File: config.mk
export PLATFORM = sky130hd
export DESIGN_NAME = nearest_palette_color_flat
export DESIGN_NICKNAME = d
export VERILOG_FILES = /design/src/npc_pkg.sv /design/src/npc_if.sv /design/src/npc_ram.sv /design/src/npc_front.sv /design/src/npc_back.sv /design/src/nearest_palette_color.sv /design/src/flat_wrapper.sv
export SDC_FILE = /design/constraint.sdc
export NUM_CORES = 2
export LEC_CHECK = 0
export BUFFER_PORTS_ARGS = -buffer_cell sky130_fd_sc_hd__buf_2
export CAP_MARGIN = 20
export CORE_MARGIN = 4
export CORE_UTILIZATION = 63
export CTS_BUF_LIST = sky130_fd_sc_hd__clkbuf_8 sky130_fd_sc_hd__clkbuf_16
export CTS_CLUSTER_SIZE = 40
export DETAILED_ROUTE_END_ITERATION = 12
export GPL_ROUTABILITY_DRIVEN = 0
export GPL_TIMING_DRIVEN = 0
export PLACE_DENSITY = 0.79
export SLEW_MARGIN = 20
export SYNTH_ARGS = -nofsm -noshare
export SYNTH_HDL_FRONTEND = slang
export SYNTH_SLANG_ARGS = --single-unit
File: constraint.sdc
create_clock -name clk -period 7.45 [get_ports clk]
set_input_delay 0.745 -clock clk [delete_from_list [all_inputs] [get_ports clk]]
set_output_delay 0.745 -clock clk [all_outputs]
set_load 0.03 [all_outputs]
File: src/npc_pkg.sv
// Shared types and constants for the nearest palette color search.
// Used by the channel interfaces and every module of the block but npc_ram; no dependencies.
`default_nettype none

package npc_pkg;

  localparam int PALETTE_DEPTH = 64;
  localparam int ADDR_W        = (PALETTE_DEPTH > 1) ? $clog2(PALETTE_DEPTH) : 1;
  localparam int CNT_W         = $clog2(PALETTE_DEPTH + 1);
  localparam int ACTIVE_W      = 7;
  localparam int COLOR_W       = 8;
  localparam int SLOT_W        = 6;
  localparam int DIST_W        = 18;
  localparam int SQ_W          = 2 * COLOR_W;
  localparam int QDEPTH        = 4;
  localparam int QPTR_W        = $clog2(QDEPTH);
  localparam int DIST_MAX      = 195075;

  localparam logic OP_WRITE = 1'b0;
  localparam logic OP_QUERY = 1'b1;

  typedef logic [ADDR_W-1:0]   addr_t;
  typedef logic [CNT_W-1:0]    cnt_t;
  typedef logic [ACTIVE_W-1:0] active_t;
  typedef logic [COLOR_W-1:0]  color_t;
  typedef logic [SLOT_W-1:0]   slot_t;
  typedef logic [DIST_W-1:0]   dist_t;
  typedef logic [QPTR_W:0]     fill_t;

  typedef struct packed {
    color_t red;
    color_t green;
    color_t blue;
  } rgb_t;

  typedef enum logic [1:0] {
    CMD_WRITE,
    CMD_QUERY,
    CMD_SKIP
  } kind_t;

  typedef struct packed {
    kind_t kind;
    addr_t slot;
    rgb_t  color;
  } cmd_t;

  typedef enum logic [1:0] {
    ST_IDLE,
    ST_SEARCH,
    ST_FLUSH,
    ST_DONE
  } state_t;

endpackage

`default_nettype wire

File: src/npc_if.sv
// Valid/ready channel interfaces for request items and response items.
// Depends on npc_pkg for the field types.
`default_nettype none

interface npc_req_if;
  logic            valid;
  logic            ready;
  logic            op;
  npc_pkg::slot_t  entry_index;
  npc_pkg::color_t red;
  npc_pkg::color_t green;
  npc_pkg::color_t blue;

  modport source (output valid, op, entry_index, red, green, blue, input ready);
  modport sink   (input valid, op, entry_index, red, green, blue, output ready);
endinterface

interface npc_rsp_if;
  logic           valid;
  logic           ready;
  npc_pkg::slot_t nearest_index;
  logic           found;
  npc_pkg::dist_t distance_squared;

  modport source (output valid, nearest_index, found, distance_squared, input ready);
  modport sink   (input valid, nearest_index, found, distance_squared, output ready);
endinterface

`default_nettype wire

File: src/npc_ram.sv
// Generic single-write, single-read RAM with registered read data.
// No dependencies.
`default_nettype none

module npc_ram #(
  parameter int WIDTH = 24,
  parameter int DEPTH = 64
) (
  input  wire logic                                      clk,
  input  wire logic                                      we,
  input  wire logic [((DEPTH > 1) ? $clog2(DEPTH) : 1)-1:0] waddr,
  input  wire logic [WIDTH-1:0]                          wdata,
  input  wire logic                                      re,
  input  wire logic [((DEPTH > 1) ? $clog2(DEPTH) : 1)-1:0] raddr,
  output      logic [WIDTH-1:0]                          rdata
);

  logic [WIDTH-1:0] mem [DEPTH];

  always_ff @(posedge clk) begin
    if (we) begin
      mem[waddr] <= wdata;
    end
    if (re) begin
      rdata <= mem[raddr];
    end
  end

endmodule

`default_nettype wire

File: src/npc_front.sv
// Front end: accepts request transfers, classifies them and queues commands.
// Depends on npc_pkg and npc_req_if.
`default_nettype none

module npc_front (
  input  wire logic     clk,
  input  wire logic     rst,
  npc_req_if.sink       req,
  output      logic     q_valid,
  output      npc_pkg::cmd_t q_cmd,
  input  wire logic     q_pop,
  output      npc_pkg::fill_t q_fill
);

  import npc_pkg::*;

  cmd_t              slots [QDEPTH];
  logic [QPTR_W-1:0] wptr;
  logic [QPTR_W-1:0] rptr;
  fill_t             fill;
  cmd_t              cmd_in;
  logic              push;
  logic              pop;

  // Writes beyond the palette are dropped by the back end.
  always_comb begin
    cmd_in.slot  = ADDR_W'(req.entry_index);
    cmd_in.color = '{red: req.red, green: req.green, blue: req.blue};
    if (req.op == OP_QUERY) begin
      cmd_in.kind = CMD_QUERY;
    end else if (32'(req.entry_index) < PALETTE_DEPTH) begin
      cmd_in.kind = CMD_WRITE;
    end else begin
      cmd_in.kind = CMD_SKIP;
    end
  end

  assign req.ready = (fill != fill_t'(QDEPTH));
  assign push      = req.valid && req.ready;
  assign q_valid   = (fill != '0);
  assign pop       = q_pop && q_valid;
  assign q_cmd     = slots[rptr];
  assign q_fill    = fill;

  always_ff @(posedge clk) begin
    if (push) begin
      slots[wptr] <= cmd_in;
    end
  end

  // Pointers wrap naturally: queue depth is a power of two.
  always_ff @(posedge clk) begin
    if (rst) begin
      wptr <= '0;
      rptr <= '0;
      fill <= '0;
    end else begin
      if (push) begin
        wptr <= wptr + QPTR_W'(1);
      end
      if (pop) begin
        rptr <= rptr + QPTR_W'(1);
      end
      case ({push, pop})
        2'b10:   fill <= fill + fill_t'(1);
        2'b01:   fill <= fill - fill_t'(1);
        default: fill <= fill;
      endcase
    end
  end

endmodule

`default_nettype wire

File: src/npc_back.sv
// Back end: executes queued commands against the palette RAM and runs the
// nearest-entry search, one entry per cycle. Depends on npc_pkg, npc_rsp_if, npc_ram.
`default_nettype none

module npc_back (
  input  wire logic          clk,
  input  wire logic          rst,
  input  wire npc_pkg::cnt_t active_cnt,
  input  wire logic          q_valid,
  input  wire npc_pkg::cmd_t q_cmd,
  output      logic          q_pop,
  npc_rsp_if.source          rsp
);

  import npc_pkg::*;

  function automatic logic [SQ_W-1:0] sq_diff(input color_t a, input color_t b);
    color_t d;
    d = (a >= b) ? (a - b) : (b - a);
    return SQ_W'(d) * SQ_W'(d);
  endfunction

  state_t state;
  state_t state_next;

  logic   ram_we;
  logic   ram_re;
  rgb_t   ram_rdata;
  logic   start;
  logic   load_out;
  logic   issue_last;

  addr_t  cur;
  cnt_t   count;
  rgb_t   qcolor;

  logic   s1_valid;
  addr_t  s1_idx;
  logic   s1_last;

  logic            s2_valid;
  addr_t           s2_idx;
  logic            s2_last;
  logic [SQ_W-1:0] s2_sq_r;
  logic [SQ_W-1:0] s2_sq_g;
  logic [SQ_W-1:0] s2_sq_b;
  dist_t           s2_dist;

  logic   have;
  addr_t  best_idx;
  dist_t  best_dist;
  logic   acc_done;

  logic   out_valid;
  slot_t  out_idx;
  logic   out_found;
  dist_t  out_dist;

  npc_ram #(
    .WIDTH ($bits(rgb_t)),
    .DEPTH (PALETTE_DEPTH)
  ) u_ram (
    .clk   (clk),
    .we    (ram_we),
    .waddr (q_cmd.slot),
    .wdata (q_cmd.color),
    .re    (ram_re),
    .raddr (cur),
    .rdata (ram_rdata)
  );

  assign issue_last = (CNT_W'(cur) == count - CNT_W'(1));
  assign s2_dist    = DIST_W'(s2_sq_r) + DIST_W'(s2_sq_g) + DIST_W'(s2_sq_b);

  always_ff @(posedge clk) begin
    if (rst) begin
      state <= ST_IDLE;
    end else begin
      state <= state_next;
    end
  end

  always_comb begin
    state_next = state;
    q_pop      = 1'b0;
    ram_we     = 1'b0;
    ram_re     = 1'b0;
    start      = 1'b0;
    load_out   = 1'b0;
    case (state)
      ST_IDLE: begin
        if (q_valid) begin
          q_pop = 1'b1;
          case (q_cmd.kind)
            CMD_WRITE: ram_we = 1'b1;
            CMD_QUERY: begin
              start      = 1'b1;
              state_next = (active_cnt == '0) ? ST_DONE : ST_SEARCH;
            end
            default: ;
          endcase
        end
      end
      ST_SEARCH: begin
        ram_re = 1'b1;
        if (issue_last) begin
          state_next = ST_FLUSH;
        end
      end
      ST_FLUSH: begin
        if (acc_done) begin
          state_next = ST_DONE;
        end
      end
      ST_DONE: begin
        // Hold the result until the output register is free.
        if (!out_valid || rsp.ready) begin
          load_out   = 1'b1;
          state_next = ST_IDLE;
        end
      end
      default: state_next = ST_IDLE;
    endcase
  end

  // Address sequencing and the two search stages.
  always_ff @(posedge clk) begin
    if (start) begin
      cur    <= '0;
      count  <= active_cnt;
      qcolor <= q_cmd.color;
    end else if (ram_re) begin
      cur <= cur + ADDR_W'(1);
    end
    s1_idx  <= cur;
    s1_last <= issue_last;
    s2_idx  <= s1_idx;
    s2_last <= s1_last;
    s2_sq_r <= sq_diff(qcolor.red,   ram_rdata.red);
    s2_sq_g <= sq_diff(qcolor.green, ram_rdata.green);
    s2_sq_b <= sq_diff(qcolor.blue,  ram_rdata.blue);
  end

  // Keep the running best; ties go to the later entry.
  always_ff @(posedge clk) begin
    if (rst) begin
      s1_valid  <= 1'b0;
      s2_valid  <= 1'b0;
      have      <= 1'b0;
      acc_done  <= 1'b0;
      best_idx  <= '0;
      best_dist <= '0;
    end else begin
      s1_valid <= ram_re;
      s2_valid <= s1_valid;
      if (start) begin
        have      <= 1'b0;
        acc_done  <= 1'b0;
        best_idx  <= '0;
        best_dist <= '0;
      end else if (s2_valid) begin
        if (!have || s2_dist <= best_dist) begin
          best_idx  <= s2_idx;
          best_dist <= s2_dist;
        end
        have <= 1'b1;
        if (s2_last) begin
          acc_done <= 1'b1;
        end
      end
    end
  end

  always_ff @(posedge clk) begin
    if (rst) begin
      out_valid <= 1'b0;
    end else if (load_out) begin
      out_valid <= 1'b1;
    end else if (rsp.ready) begin
      out_valid <= 1'b0;
    end
  end

  always_ff @(posedge clk) begin
    if (load_out) begin
      out_idx   <= SLOT_W'(best_idx);
      out_found <= have;
      out_dist  <= best_dist;
    end
  end

  assign rsp.valid            = out_valid;
  assign rsp.nearest_index    = out_idx;
  assign rsp.found            = out_found;
  assign rsp.distance_squared = out_dist;

endmodule

`default_nettype wire

File: src/nearest_palette_color.sv
// Nearest palette color search (squared RGB distance).
// Channels: req (sink, valid/ready) carries palette writes (op 0) and color
//   queries (op 1); rsp (source, valid/ready) returns one result per query,
//   none per write. cfg_we/cfg_wdata load active_entries (capped at 64).
// Request transfers enter a four-command queue; the back end drains it in
//   order, so the sender keeps going while a search runs.
// A query is paced by the single read port of the palette RAM (one entry per
//   cycle) and feeds a two-stage distance pipe; with no active entries to
//   search, it skips the search and goes straight to the result.
// A receiver stall holds the result in the output register; the back end
//   waits only when the next result is ready, and the queue fills and drops
//   req.ready after four further commands.
// Reset (rst, synchronous) empties the queue and clears active_entries; the
//   palette contents stay undefined until written.
// Depends on npc_pkg, npc_if, npc_front, npc_back.
`default_nettype none

module nearest_palette_color (
  input  wire logic             clk,
  input  wire logic             rst,
  input  wire logic             cfg_we,
  input  wire npc_pkg::active_t cfg_wdata,
  npc_req_if.sink               req,
  npc_rsp_if.source             rsp
);

  import npc_pkg::*;

  active_t active_entries;
  cnt_t    active_cnt;
  logic    q_valid;
  cmd_t    q_cmd;
  logic    q_pop;
  fill_t   q_fill;

  always_ff @(posedge clk) begin
    if (rst) begin
      active_entries <= '0;
    end else if (cfg_we) begin
      active_entries <= cfg_wdata;
    end
  end

  // Clamp the count to the palette size.
  assign active_cnt = (32'(active_entries) > PALETTE_DEPTH) ?
                      CNT_W'(PALETTE_DEPTH) : CNT_W'(active_entries);

  npc_front u_front (
    .clk     (clk),
    .rst     (rst),
    .req     (req),
    .q_valid (q_valid),
    .q_cmd   (q_cmd),
    .q_pop   (q_pop),
    .q_fill  (q_fill)
  );

  npc_back u_back (
    .clk        (clk),
    .rst        (rst),
    .active_cnt (active_cnt),
    .q_valid    (q_valid),
    .q_cmd      (q_cmd),
    .q_pop      (q_pop),
    .rsp        (rsp)
  );

`ifndef ASSERT_OFF
  a_empty_result : assert property (@(posedge clk) disable iff (rst)
    rsp.valid && !rsp.found |-> rsp.nearest_index == '0 && rsp.distance_squared == '0)
    else $error("empty search returned nonzero fields");

  a_index_range : assert property (@(posedge clk) disable iff (rst)
    rsp.valid && rsp.found |-> CNT_W'(rsp.nearest_index) < active_cnt)
    else $error("nearest index outside the searched entries");

  a_dist_range : assert property (@(posedge clk) disable iff (rst)
    rsp.valid |-> 32'(rsp.distance_squared) <= DIST_MAX)
    else $error("distance above the largest possible RGB distance");

  a_queue_full : assert property (@(posedge clk) disable iff (rst)
    !req.ready |-> q_fill == fill_t'(QDEPTH) && q_valid)
    else $error("request stalled while the queue has room");
`endif

endmodule

`default_nettype wire

File: src/flat_wrapper.sv
// flat-port wrapper written by rule: the top's interface ports become plain ports
module nearest_palette_color_flat import npc_pkg::*;
  (clk, rst, cfg_we, cfg_wdata, req_valid, req_op, req_entry_index, req_red, req_green, req_blue, req_ready, rsp_valid, rsp_nearest_index, rsp_found, rsp_distance_squared, rsp_ready);
  npc_req_if req_i ();
  npc_rsp_if rsp_i ();
  input  wire logic clk;
  input  wire logic rst;
  input  wire logic cfg_we;
  input  wire npc_pkg::active_t cfg_wdata;
  input wire logic [$bits(req_i.valid)-1:0] req_valid;
  input wire logic [$bits(req_i.op)-1:0] req_op;
  input wire logic [$bits(req_i.entry_index)-1:0] req_entry_index;
  input wire logic [$bits(req_i.red)-1:0] req_red;
  input wire logic [$bits(req_i.green)-1:0] req_green;
  input wire logic [$bits(req_i.blue)-1:0] req_blue;
  output wire logic [$bits(req_i.ready)-1:0] req_ready;
  output wire logic [$bits(rsp_i.valid)-1:0] rsp_valid;
  output wire logic [$bits(rsp_i.nearest_index)-1:0] rsp_nearest_index;
  output wire logic [$bits(rsp_i.found)-1:0] rsp_found;
  output wire logic [$bits(rsp_i.distance_squared)-1:0] rsp_distance_squared;
  input wire logic [$bits(rsp_i.ready)-1:0] rsp_ready;
  assign req_i.valid = req_valid;
  assign req_i.op = req_op;
  assign req_i.entry_index = req_entry_index;
  assign req_i.red = req_red;
  assign req_i.green = req_green;
  assign req_i.blue = req_blue;
  assign req_ready = req_i.ready;
  assign rsp_valid = rsp_i.valid;
  assign rsp_nearest_index = rsp_i.nearest_index;
  assign rsp_found = rsp_i.found;
  assign rsp_distance_squared = rsp_i.distance_squared;
  assign rsp_i.ready = rsp_ready;
  nearest_palette_color u_core (.clk(clk), .rst(rst), .cfg_we(cfg_we), .cfg_wdata(cfg_wdata), .req(req_i), .rsp(rsp_i));
endmodule
# Word-level counts from Yosys, hierarchy flattened
# Memory sizes are Yosys's and may differ from the RTL's. A register that Yosys moved wholly into a read port is not among the register bits.
# Index checks and enable logic that the tools add are counted.
# totals
ff_bits	169
latch_bits	0
ramBits	1660
mem_bits_ro	0
in_bits	43
output_inout_bits	27
wordCells	112
memories	2
# op_classes
add_sub_neg	14
mul	3
n_div	0
magnitude_cmp	5
n_eq_ne	13
n_shift	0
mux	32
bitwise	0
n_reduce_logical	16
# memory_table
memory	depth	width	read_ports	rd_clocked_by_memory_dff	write_ports	line_no	source
u_core.u_back.u_ram.mem	64	24	1	1	1	npc_ram.sv:18	logic [WIDTH-1:0] mem [DEPTH];
u_core.u_front.slots	4	31	1	1	1	npc_front.sv:17	cmd_t slots [QDEPTH];
# ops
op	n
$mul A8 B8 Y16	3
$sub A8 B8 Y8	6
$ge A8 B8 Y1	3
$mux W8	3
$add A17 B16 Y18	1
$le A18 B18 Y1	1
$mux W1	18
$add A16 B16 Y17	1
$mux W2	8
$pmux W2 S4	1
$eq A6 B7 Y1	1
$gt A7 B7 Y1 const B	1
$logic_not A7 Y1	1
$mux W7	1
$sub A7 B1 Y7 const B	1
$add A6 B1 Y6 const B	1
$eq A2 B1 Y1 const B	3
$eq A2 B2 Y1 const B	3
$ne A2 B2 Y1 const B	3
$pmux W3 S2	1
$reduce_and A5 Y1	1
$add A2 B1 Y2 const B	2
$logic_not A2 Y1	2
$ne A2 B1 Y1 const B	2
10 further kinds	15

# Logic depth before layout (Yosys ltp)
# depth
depth_word	7
depth_mapped	29
depth_no_buf	29

# Hierarchy
# From an unflattened synthesis, not the netlist that was laid out.
# unflattened
hier_cells	4284
area_unflattened_um2	78097.4
# by_module_without_submodules
mod	n_inst	cells_per_inst	area_each_um2	seq_area_each_um2
npc_ram	1	2610	59535.8	46844.9
npc_back	1	1430	13300.3	3603.5
npc_front	1	215	4972.3	3903.7
nearest_palette_color	1	29	289.0	140.1

# Worst setup path after synthesis
# OpenSTA, ideal clock, no wires.
# synth_path
kind	register to register
from	register u_core.u_back.qcolor[16] (netlist name)
to	register u_core.u_back.s2_sq_r[13]
setup_ps	72
t_arrival_ps	5851
required_time_ps	7378
path_slack_ps	1527
path_stages_with_launch	27
path_buffers	0
synth_period_minus_slack_ps	5923
cell_sequence	edfxtp_1 inv_1 ha_1 inv_1 fa_1 a21o_1 a21oi_1 o21ai_1 o221ai_4 mux2i_1 xnor2_1 or2_2 inv_1 fa_1 fa_1 ha_1 inv_1 fa_1 inv_1 ha_1 a21o_1 a21oi_1 nor2b_1 o21a_1 o311a_1 nor3_1 xnor2_1
# synth_via
elab_chain_len	3
elab_cells_between_ends	5
classes_between	add/sub (2); mul (1); order compare (1); mux (1)
# synth_rtl
item	line_no	source
from (decl)	npc_back.sv:35	rgb_t qcolor;
from (signal assigned)	npc_back.sv:131	qcolor <= q_cmd.color;
$sub A8 B8 Y8 or $ge A8 B8 Y1 (tied branches)	npc_back.sv:19	d = (a >= b) ? (a - b) : (b - a);
$mux W8 (*)	npc_back.sv:19	
$mul A8 B8 Y16 (*)	npc_back.sv:20	return SQ_W'(d) * SQ_W'(d);
to (signal assigned)	npc_back.sv:139	s2_sq_r <= sq_diff(qcolor.red, ram_rdata.red);
to (decl)	npc_back.sv:44	logic [SQ_W-1:0] s2_sq_r;
# Every way passes the cells marked *; elsewhere a longest branch is shown, timed or not.
# A chain may end at the register's enable or synchronous reset.

# Worst setup path after layout
# layout_path
from	register u_core.u_back.qcolor[16] (netlist name)
to	register u_core.u_back.s2_sq_r[15]
# The elaborated chain is that of the path after synthesis.

==> results.cfg <==
[synth]
synth_xor_area_share_pct = 1.12
synth_area_leaders = edfxtp_1, mux4_2, ha_1
yosysWarnings = 0
yosys.area_share.simple_pct = 2.75
syn_avg_cell_area_um2 = 20.1
synth_top_family_by_area = multiplexers
yosysMostFrequentCell = edfxtp_1
synth_compound_gate_area_share_pct = 1.77
synth_area_mm2 = 0.0770
postSynthCellCount = 3831
ys_ff_latch = 1852
synth_cell_types = 79
synth.mux.area_fraction_pct = 16.2
synth-edff-count = 1740
async_reset_ff_share_pct = 0
synthFlopType = edfxtp_1
yosys.area.top_type = edfxtp_1
synth_top_area_share_pct = 67.8
yosysSeqAreaShare_pct = 70.7
synthAdderAreaFrac_pct = 5.43
yosys-top-cells-count = edfxtp_1, mux4_2, nor2_1, inv_1, ha_1

[setup_path]
path_class = reg2reg
critPathLaunchType = flip-flop
r2r_start = u_core.u_back.qcolor[16]$_DFFE_PP_
cp_max_fo = 9
cp.arrival_ps = 7580
required_ps = 8140
endpoint_kind = flip-flop
setup.worst_path.start = u_core.u_back.qcolor[16]$_DFFE_PP_

[timing]
fin_tns_setup_ps = 0
period_share_pct = 92.6
worst_pin_slew_ps = 1150
clock_skew_ps = 39.1
relSlewSlack_pct = 23.3
max_freq_mhz = 145
rsz0062_at_grt = false
period_needed_ps = 6900
setup_viol = 0
final_max_slew_viol_count = 0
hold_viol_final = 0

[detailed_routing]
vias = 40700
drc = 0
dr.pass1.iters = 5
ant_nets = 0
wirelength_um = 208000
wl_per_cell_um = 35.1
initialDrtViolationCount = 6196
routed_via_density = 6.86

[global_routing]
grt_max_degree = 66
overflow = 0
grt_pass1_wl_um = 298000
grt_pass1_vias = 41300
antenna_found_initial = 18
grtUsageTotal_pct = 33.2

[cells_and_area]
finish.net_count = 4469
drive_gt1_share_pct = 25.1
area_growth_pct = 13.4

[placement]
dpl.hpwl_um = 126000
portBuffers = 68

[cts]
path_clk_slew_ps = 70
ctsHoldBuffers = 0
cts.repair.resized = 0
cts_setup_buffers = 0
clkSinkCount = 1852
htreeDepth = 4
clockRootBuffer = clkbuf_16
numCtsBuffers = 177
clk_path_buf_depth = 3
cts_tree = built
insertion_delay_ps = 830

[hold_path]
worstHoldStart = req_entry_index[4]
hp-class = in2reg

[die]
coreArea_mm2 = 0.122
start_util_pct = 63.4
die_w_um = 358
die-area_mm2 = 0.128
die_h_um = 358
rows = 128
io-pin-count = 70

[outcome]
status = finished clean

[run]
drv_cap = 0
==> registers in the layout, summed over array words and instances (netlist names), 3 cells and up, named ones only <==
signal / cells
u_core.u_back.u_ram.mem: 1536
u_core.u_front.slots: 124
u_core.u_back.qcolor: 24
u_core.u_back.u_ram.rdata: 24
u_core.u_back.best_dist: 18
u_core.u_back.rsp.distance_squared: 18
u_core.u_back.s2_sq_b: 15
u_core.u_back.s2_sq_g: 15
u_core.u_back.s2_sq_r: 15
u_core.active_entries: 7
u_core.u_back.count: 7
u_core.u_back.best_idx: 6
u_core.u_back.cur: 6
u_core.u_back.rsp.nearest_index: 6
u_core.u_back.s1_idx: 6
u_core.u_back.s2_idx: 6
u_core.u_front.q_fill: 3
==> final timing paths <==
check,endpoint,slack [ps],cells after the start
max,u_core.u_back.s2_sq_r[15]$_DFF_P_,550,27
min,u_core.u_front.slots[3][28]$_DFFE_PP_,150,1
max reg2reg,u_core.u_back.s2_sq_r[15]$_DFF_P_,550,27
min reg2reg,u_core.u_back.s2_idx[2]$_DFF_P_,330,0
==> cell usage in the layout (no fill, tap or decap), types with 19 or more instances in the layout <==
| cell type | synthesis | layout |
|---|---|---|
| mux2i_1 | 45 | 45 |
| nor2_4 | 0 | 64 |
| clkinv_1 | 0 | 34 |
| xnor2_1 | 67 | 67 |
| nor3_1 | 22 | 22 |
| clkbuf_1 | 85 | 74 |
| clkbuf_16 | 0 | 183 |
| xor2_1 | 30 | 30 |
| or3_1 | 22 | 22 |
| inv_1 | 221 | 273 |
| clkinv_2 | 0 | 19 |
| buf_2 | 40 | 108 |
| nand2_1 | 45 | 45 |
| mux4_4 | 0 | 24 |
| edfxtp_1 | 1740 | 1740 |
| nor2_1 | 238 | 174 |
| ha_1 | 181 | 180 |
| mux4_2 | 535 | 511 |
| dfxtp_1 | 112 | 112 |
| a21oi_1 | 55 | 55 |
| buf_16 | 0 | 52 |
| fa_1 | 96 | 96 |
| o21ai_0 | 35 | 35 |
| nor2b_1 | 33 | 32 |
| nand3_1 | 20 | 20 |
==> metrics by stage <==
step | hold WS [ps] | area, µm² | util (%) | instances | setup slack, ps
global route | 126 | 87300 | 71.8 | 5920 | 135
detailed placement | 317 | 81700 | 67.2 | 5594 | 539
finish | 150 | 87300 | 71.9 | 5929 | 552
floorplan | 310 | 77100 | - | 3832 | 1530
CTS | 106 | 87300 | 71.8 | 5914 | 533
global placement | 311 | 79400 | 65.3 | 5525 | 548
==> per-layer routing <==
| metal | track usage, % | part of all wire (%) |
|---|---|---|
| met4 | 17.6 | 6.5 |
| met2 | 53.8 | 50 |
| met3 | 8.44 | 11 |
| met5 | 0 | 0.026 |
| met1 | 42.1 | 33 |
==> cell type report <==
class                   instances  area [µm²]
flip-flops and latches       1852       54500
fillers                      6576       34200
multi-input cells            1607       21600
clock buffers                 187        4630
repair buffers                138        2100
well taps                    1625        2030
clock inverters               133         907
inverters                     222         833
plain buffers                 151         684
diodes                         14        35.0
==> logic make-up (layout without fill, tap and decap cells) <==
| kind of cell | count (synthesis) | in the layout |
|---|---|---|
| buf+inv | 373 | 831 |
| xor+xnor | 98 | 98 |
| simple gates | 453 | 453 |
| compound gates | 195 | 195 |
| other cells | 2 | 17 |
| fa+ha+maj | 277 | 277 |
| mux | 581 | 581 |
| flops | 1852 | 1852 |
==> critical path: stages, from the launching register on <==
cell and delay, ps:
edfxtp_1 420, inv_1 80, ha_1 160, inv_1 60, fa_1 390, a21o_1 190, a21oi_1 220, o21ai_1 180
o221ai_4 370, mux2i_1 150, xnor2_1 650, or2_2 270, inv_1 60, fa_1 440, fa_1 490, ha_1 280
inv_1 40, fa_1 470, inv_1 40, ha_1 310, a21o_1 170, a21oi_1 200, nor2b_1 80, o21a_1 200
o311a_1 320, nor2_1 120, a21oi_1 80, xnor2_1 320
Power is left out: the tool's default activity adds up to more than one toggle a clock period on the data nets, which glitch-free logic cannot reach.
